[src/rtl/core/cse_pkg.sv]
// Shared constants and interface types of the cosine series integrand evaluator.
`timescale 1ns / 1ps
`default_nettype none

package cse_pkg;

    localparam int MAX_M_DEF      = 16;
    localparam int MAX_N_DEF      = 16;
    localparam int COEF_DEPTH_DEF = 512;

    // Phases are kept modulo 2^60 in units of 2^-60 turn.
    localparam int PHASE_W = 60;
    // Widest angle multiple: kappa times m, both five bits.
    localparam int MULT_W  = 10;

    typedef struct packed {
        logic                      start;
        logic [MULT_W-1:0]         mult;
        logic [PHASE_W-1:0]        base;
    } cos_req_t;

    typedef struct packed {
        logic                      done;
        logic signed [31:0]        value;
    } cos_rsp_t;

endpackage

`default_nettype wire

[src/rtl/core/cse_cos.sv]
// Multi-cycle Q30 cosine unit of a phase multiple, with its own 32x32 multiplier.
`timescale 1ns / 1ps
`default_nettype none

module cse_cos (
    input  wire logic              clk,
    input  wire logic              rst_n,
    input  wire cse_pkg::cos_req_t req,
    output cse_pkg::cos_rsp_t      rsp
);

    localparam logic [31:0] HALF_PI_Q30 = 32'd1686629713;
    localparam logic [30:0] Q30_ONE     = 31'h4000_0000;

    typedef enum logic [3:0] {
        C_IDLE, C_PM, C_G, C_TH, C_Z, C_W, C_D, C_C, C_FIN
    } cstate_t;

    // Divisors of the nested Taylor form with reciprocals for a floor divide.
    function automatic logic [7:0] div_d(input logic [2:0] i);
        logic [7:0] d;
        case (i)
            3'd0:    d = 8'd132;
            3'd1:    d = 8'd90;
            3'd2:    d = 8'd56;
            3'd3:    d = 8'd30;
            3'd4:    d = 8'd12;
            default: d = 8'd2;
        endcase
        return d;
    endfunction

    function automatic logic [5:0] div_s(input logic [2:0] i);
        logic [5:0] s;
        case (i)
            3'd0:    s = 6'd38;
            3'd1:    s = 6'd37;
            3'd2:    s = 6'd36;
            3'd3:    s = 6'd35;
            3'd4:    s = 6'd34;
            default: s = 6'd32;
        endcase
        return s;
    endfunction

    function automatic logic [31:0] div_r(input logic [2:0] i);
        logic [31:0] r;
        case (i)
            3'd0:    r = 32'd2082408385;
            3'd1:    r = 32'd1527099483;
            3'd2:    r = 32'd1227133513;
            3'd3:    r = 32'd1145324612;
            3'd4:    r = 32'd1431655765;
            default: r = 32'd2147483648;
        endcase
        return r;
    endfunction

    cstate_t                          state_reg;
    logic [cse_pkg::PHASE_W-1:0]      base_reg;
    logic [cse_pkg::PHASE_W-1:0]      ph_reg;
    logic [cse_pkg::MULT_W-1:0]       k_reg;
    logic [3:0]                       bit_reg;
    logic [1:0]                       quad_reg;
    logic [63:0]                      p_reg;
    logic [31:0]                      z_reg;
    logic [31:0]                      w_reg;
    logic signed [31:0]               r_reg;
    logic [2:0]                       i_reg;
    logic                             done_reg;
    logic signed [31:0]               value_reg;

    logic [31:0] op_a;
    logic [31:0] op_b;
    logic [63:0] p_next;
    logic [31:0] turn;
    logic [30:0] g_arg;
    logic [31:0] q_est;
    logic [39:0] qd;
    logic [39:0] rem;
    logic [31:0] q_fix;

    always_comb
    begin
        turn  = ph_reg[59:28];
        g_arg = turn[30] ? (Q30_ONE - {1'b0, turn[29:0]}) : {1'b0, turn[29:0]};
        case (state_reg)
            C_G:
            begin
                op_a = {1'b0, g_arg};
                op_b = HALF_PI_Q30;
            end
            C_TH:
            begin
                op_a = {1'b0, p_reg[60:30]};
                op_b = {1'b0, p_reg[60:30]};
            end
            C_W:
            begin
                op_a = z_reg;
                op_b = {1'b0, r_reg[30:0]};
            end
            C_D:
            begin
                op_a = p_reg[61:30];
                op_b = div_r(i_reg);
            end
            default:
            begin
                op_a = '0;
                op_b = '0;
            end
        endcase
        p_next = {32'd0, op_a} * {32'd0, op_b};
        q_est  = 32'(p_reg >> div_s(i_reg));
        qd     = {8'd0, q_est} * {32'd0, div_d(i_reg)};
        rem    = {8'd0, w_reg} - qd;
        // The reciprocal estimate is low by at most one.
        q_fix  = (rem >= {32'd0, div_d(i_reg)}) ? (q_est + 32'd1) : q_est;
    end

    always_ff @(posedge clk or negedge rst_n)
    begin
        if (!rst_n)
        begin
            state_reg <= C_IDLE;
            done_reg  <= 1'b0;
        end
        else
        begin
            p_reg    <= p_next;
            done_reg <= (state_reg == C_FIN);
            case (state_reg)
                C_IDLE:
                begin
                    if (req.start)
                    begin
                        base_reg  <= req.base;
                        k_reg     <= req.mult;
                        ph_reg    <= '0;
                        bit_reg   <= 4'(cse_pkg::MULT_W - 1);
                        state_reg <= C_PM;
                    end
                end
                C_PM:
                begin
                    ph_reg <= {ph_reg[58:0], 1'b0} + (k_reg[bit_reg] ? base_reg : '0);
                    if (bit_reg == 4'd0)
                    begin
                        state_reg <= C_G;
                    end
                    else
                    begin
                        bit_reg <= bit_reg - 4'd1;
                    end
                end
                C_G:
                begin
                    quad_reg  <= turn[31:30];
                    state_reg <= C_TH;
                end
                C_TH:
                begin
                    state_reg <= C_Z;
                end
                C_Z:
                begin
                    z_reg     <= p_reg[61:30];
                    r_reg     <= 32'sh4000_0000;
                    i_reg     <= 3'd0;
                    state_reg <= C_W;
                end
                C_W:
                begin
                    state_reg <= C_D;
                end
                C_D:
                begin
                    w_reg     <= p_reg[61:30];
                    state_reg <= C_C;
                end
                C_C:
                begin
                    r_reg <= 32'sh4000_0000 - $signed(q_fix);
                    if (i_reg == 3'd5)
                    begin
                        state_reg <= C_FIN;
                    end
                    else
                    begin
                        i_reg     <= i_reg + 3'd1;
                        state_reg <= C_W;
                    end
                end
                C_FIN:
                begin
                    value_reg <= (quad_reg == 2'd1 || quad_reg == 2'd2) ? -r_reg : r_reg;
                    state_reg <= C_IDLE;
                end
                default:
                begin
                    state_reg <= C_IDLE;
                end
            endcase
        end
    end

    assign rsp.done  = done_reg;
    assign rsp.value = value_reg;

endmodule

`default_nettype wire

[config.mk]
export PLATFORM = sky130hd
export DESIGN_NAME = cse_cos
export DESIGN_NICKNAME = d
export VERILOG_FILES = /design/src/rtl/core/cse_pkg.sv /design/src/rtl/core/cse_cos.sv
export SDC_FILE = /design/constraint.sdc
export NUM_CORES = 2
export LEC_CHECK = 0
export BUFFER_PORTS_ARGS = -buffer_cell sky130_fd_sc_hd__buf_2
export CAP_MARGIN = 10
export CORE_MARGIN = 2
export CORE_UTILIZATION = 55
export CTS_CLUSTER_DIAMETER = 40
export CTS_CLUSTER_SIZE = 8
export DETAILED_ROUTE_END_ITERATION = 10
export PLACE_DENSITY = 0.69
export REMOVE_ABC_BUFFERS = 1
export SLEW_MARGIN = 5
export SYNTH_ARGS = -nofsm -noshare
export SYNTH_HDL_FRONTEND = slang
export SYNTH_SLANG_ARGS = --single-unit
[constraint.sdc]
create_clock -name clk -period 12.6 [get_ports clk]
set_input_delay 3.15 -clock clk [delete_from_list [all_inputs] [get_ports clk]]
set_output_delay 3.15 -clock clk [all_outputs]
set_load 0.01 [all_outputs]
Word level (Yosys, flattened, before mapping) --
Cells that the tools add are included. W data, S select, Z words.
Word-level totals: bits in registers 336, input port bits 73, logic and storage cells 84
Cells by class: add/subtract/negate cells 8, multipliers 2, $lt $le $gt $ge 2, equal/unequal tests 19, shifts and indexed selects 1, mux-type cells 23, reductions and logical operators 16
Operators by type and width (count):
- $pmux W32 S4 | 2
- $pmux W32 S5 | 1
- $mux W60 | 2
- $pmux W60 S2 | 1
- $mul A32 B32 Y64 | 1
- $mux W32 | 2
- $pmux W32 S2 | 1
- $shr A64 B6 Y32 | 1
- $add A60 B60 Y60 | 1
- $ge A40 B8 Y1 | 1
- $mul A32 B8 Y40 | 1
- $pmux W8 S5 | 1
- $sub A32 B40 Y40 | 1
- $add A32 B1 Y32 const B | 1
- $neg A32 Y32 | 1
- $pmux W4 S8 | 1
- $sub A32 B32 Y32 const A | 1
- $mux W31 | 1
- $sub A31 B30 Y31 const A | 1
- $mux W4 | 5
- $eq A4 B3 Y1 const B | 4
- $pmux W3 S5 | 1
- $reduce_and A2 Y1 | 6
- $reduce_and A3 Y1 | 3
- 22 further kinds | 30

Logic depth before layout (Yosys ltp) --
word-level depth 9, mapped depth 44

Worst setup path after synthesis --
No wires, ideal clock.
kind flip-flop to flip-flop, start point register ph_reg[31] in the netlist's numbering, end point register p_reg[63], data pin, library setup time 260 ps, arrival 10341 ps, setup slack 1999 ps, stages on the path, launching flop included 42, buffers on the path 1, clock period less this slack 10601 ps, path through edfxtp_1 -> or4_1 -> nor4_1 -> nor2b_1 -> nand2b_1 -> or4_1 -> nand2b_1 -> nand2b_1 -> o41ai_1 -> xor2_1 -> nor2_1 -> a221o_1 -> clkbuf_1 -> nand2_1 -> fa_1 -> inv_1 -> fa_1 -> fa_1 -> [6 not listed] -> ha_1 -> ha_1 -> a21oi_1 -> o21bai_1 -> a21o_1 -> a21o_1 -> a21o_1 -> a21o_1 -> a21oi_1 -> o211a_1 -> a211oi_1 -> o21a_1 -> o21a_1 -> a41oi_1 -> o31ai_1 -> or4_1 -> a31oi_1 -> xnor2_1
On the way: longest elaborated chain between the ends 4
RTL lines:
- start, declared | line cse_cos.sv:61 | logic [cse_pkg::PHASE_W-1:0] ph_reg;
- start signal, assigned | line cse_cos.sv:147 | ph_reg <= {ph_reg[58:0], 1'b0} + (k_reg[bit_reg] ? base_reg : '0);
- $sub A31 B30 Y31 | line cse_cos.sv:86 | g_arg = turn[30] ? (Q30_ONE - {1'b0, turn[29:0]}) : {1'b0, turn[29:0]};
- $mux W31 * | line cse_cos.sv:86
- $pmux W32 S4 * | line cse_cos.sv:87 | case (state_reg)
- $mul A32 B32 Y64 * | line cse_cos.sv:114 | p_next = {32'd0, op_a} * {32'd0, op_b};
- via p_next[63] | line cse_cos.sv:75 | logic [63:0] p_next;
- end signal, assigned | line cse_cos.sv:131 | p_reg <= p_next;
- end, declared | line cse_cos.sv:65 | logic [63:0] p_reg;
The timed path passes the listed nets; every way through them passes the cells marked *. A chain may end at the register's enable or synchronous reset.

Worst setup path in the final report --
Same ends and word-level chain as after synthesis.

==> impl_metrics.toml <==
[synth]
synth.most_common_cell = "inv_1"
synth_top_area_frac = 0.367
synth_cells = 6426
synthDistinctLibCells = 116
async_flop_share = 0.0163
synth_seq_cells = 306
syn_avg_cell_area_sq_um = 9.14
syn_area_sq_um = 58800
ys_seq_area_frac = 0.156
ys.flop_type = "edfxtp_1"
yosys-top-cells-count = "inv_1, nand2_1, fa_1"
yosys.area.top_type = "fa_1"
synth_edf_count = 301
ys_top_cells_by_area = "fa_1, edfxtp_1, ha_1"
synthesis.yosys.warnings = 0

[critical_path]
critPathTopFamily = "adder cells"
critPathLaunchType = "flip-flop"
required_ns = 12.98
critPathMaxFanout = 14
critPathBufInv = 6
path_class = "flip-flop to flip-flop"
crit_path_end_kind = "flip-flop"
path_common_cell = "fa_1"
max_stage_delay_ns = 0.68
cp_slowest_cell = "a221o_1"
worstPathArrival_ns = 12.30

[timing]
fin_crit_ns = 11.92
finalSetupViolCount = 0
timing.fmax_ghz = 0.0839
final-hold-violation-count = 0
min_period_over_period = 0.946
relSlewSlack = 0.117
tns_ns = 0
grt_setup_unrepaired = "no"
fin_skew_ns = 0.0407
timing.hold.ws_ns = 0.462
drv_slew = 0
worst_pin_slew_ns = 1.32

[job]
cap_violations = 0

[floorplanning]
die_area_sq_um = 109000
io-pin-count = 106
die_x_microns = 331
rows = 119
start_util = 0.557
coreArea_sq_um = 106000
fp.dieH_microns = 331

[detailed_routing]
vias = 45900
viasPerCell = 5.82
drt-initial-drc-count = 4535
postRouteAntennaNets = 0
wl_microns = 173000
firstDrtPassIters = 8
post_drt_wl_per_cell_microns = 22.0
route.detailed.drc = 0

[cts]
root_buffer = "clkbuf_16"
path_clk_slew_ns = 0.05
cts_buffers = 61
cts-htree-levels = 2
clockBufferDepth = 3
clk_latency_ns = 0.68
cts_sinks = 306
tritoncts = "done"
cts_hold_buf = 0

[placement]
hpwl_microns = 139000
io_buffers = 105
post_dp_cell_area_sq_um = 61100
place.gp.congestion = 1.04

[final_layout]
final_cell_area_sq_um = 63100
fillers = 9113
drive_above_1_share = 0.0739
multi_input_area_sq_um = 43500
post-route-util = 0.597
nets = 8034
regArea_sq_um = 9160
syn2layout_area_growth_pct = 7.36

[global_routing]
grt_pass1_wl_microns = 272000
grt_start_max_net_pins = 72
antenna_found_initial = 5
grt-ovfl-total = 0
grtUsageTotal = 0.328
grt_pass1_vias = 47800

[run_status]
status = "completed"

[worst_hold_path]
min-delay-path-class = "flip-flop to flip-flop"
per-stage QoR:
| stage | worst slack, ns | instances |
|---|---|---|
| 4_1_cts | 0.640 | 7886 |
| 6_report | 0.681 | 7888 |
| 3_3_place_gp | 0.757 | 7784 |
| 3_5_place_dp | 0.637 | 7784 |
| 5_1_grt | 0.000289 | 7886 |
| 2_1_floorplan | 0.562 | 6149 |
cell families (layout without fill, tap and decap cells):
kind of cell | after synthesis | in the layout | synth area share
buf+inv | 1663 | 1711 | 0.108
simple gates | 2032 | 2032 | 0.152
compound gates | 621 | 621 | 0.0726
other cells | 1 | 24 | 0.0000638
mux | 80 | 80 | 0.0205
xor+xnor | 218 | 218 | 0.0325
fa+ha+maj | 1505 | 1505 | 0.458
flops | 306 | 306 | 0.156
worst register-to-register path: cells and delay by family, from the launching register on:
family          cells  cell delay [ns]
compound gates     12             3.16
fa+ha+maj           9             4.37
buf+inv             6             0.47
xor+xnor            2             0.20
simple gates       11             2.97
flops               1             0.47
per-layer routing:
| layer | share of wire | vias to the layer above | GRT usage |
|---|---|---|---|
| li1 | - | 20000 | - |
| met1 | 0.39 | 23200 | 0.441 |
| met2 | 0.44 | 2322 | 0.505 |
| met3 | 0.11 | 511 | 0.0768 |
| met4 | 0.056 | 6 | 0.153 |
| met5 | 0.00027 | - | 0 |
worst paths after layout:
| path | slack (ns) | depth (start not counted) | start | to |
|---|---|---|---|---|
| max | 0.68 | 40 | ph_reg[31]$_SDFFCE_PN0P_ | p_reg[63]$_DFFE_PP_ |
| min | 0.46 | 0 | p_reg[58]$_DFFE_PP_ | w_reg[28]$_DFFE_PP_ |
| max reg2reg | 0.68 | 40 | ph_reg[31]$_SDFFCE_PN0P_ | p_reg[63]$_DFFE_PP_ |
| min reg2reg | 0.46 | 0 | p_reg[58]$_DFFE_PP_ | w_reg[28]$_DFFE_PP_ |
| max in group asynchronous | 9.33 | 3 | rst_n | state_reg[3]$_DFFE_PN0P_ |
| min in group asynchronous | 2.99 | 3 | rst_n | state_reg[1]$_DFFE_PN0P_ |
placed cells by master (no fill, tap or decap), types with 12 or more instances in the layout:
| master | Yosys | routed |
|---|---|---|
| clkbuf_16 | 0 | 61 |
| conb_1 | 1 | 22 |
| nor2b_1 | 46 | 45 |
| a221oi_1 | 21 | 17 |
| nand2_1 | 1104 | 1103 |
| nand2b_1 | 29 | 29 |
| a221o_1 | 24 | 18 |
| xor2_1 | 102 | 102 |
| a31oi_1 | 25 | 25 |
| a211oi_1 | 19 | 19 |
| mux4_2 | 27 | 27 |
| nand3_1 | 63 | 63 |
| buf_4 | 6 | 137 |
| and3_1 | 26 | 26 |
| o21a_1 | 23 | 23 |
| nand4_1 | 27 | 27 |
| a21oi_1 | 161 | 160 |
| mux2i_1 | 46 | 46 |
| xnor2_1 | 116 | 116 |
| a21o_1 | 70 | 69 |
| nor3_1 | 55 | 52 |
| nor4_1 | 16 | 16 |
| and2_1 | 114 | 114 |
| a22oi_1 | 25 | 25 |
| o211ai_1 | 12 | 12 |
| fa_1 | 1078 | 1078 |
| ha_1 | 427 | 427 |
| nor2_1 | 446 | 442 |
| edfxtp_1 | 301 | 301 |
| o31ai_1 | 20 | 20 |
| buf_2 | 8 | 105 |
| or2_2 | 19 | 19 |
| o21ai_0 | 97 | 84 |
| inv_1 | 1362 | 1362 |
| o21ai_2 | 3 | 19 |
| o21ai_1 | 18 | 12 |
cell type report:
class | instances | share of cell area
diodes | 2 | 0.0000793
clock buffers | 69 | 0.0247
clock inverters | 33 | 0.00629
inverters | 1365 | 0.0812
multi-input cells | 4478 | 0.690
flip-flops and latches | 306 | 0.145
well taps | 1391 | 0.0276
repair buffers | 244 | 0.0253
timing repair:
item | 4_1_cts | 5_1_grt
setup buffers | 0 | 0
resized for setup | 0 | 6
setup endpoints to repair | 0 | 4
Power is left out: the tool's default activity adds up to more than one toggle a clock period on the data nets, which glitch-free logic cannot reach.
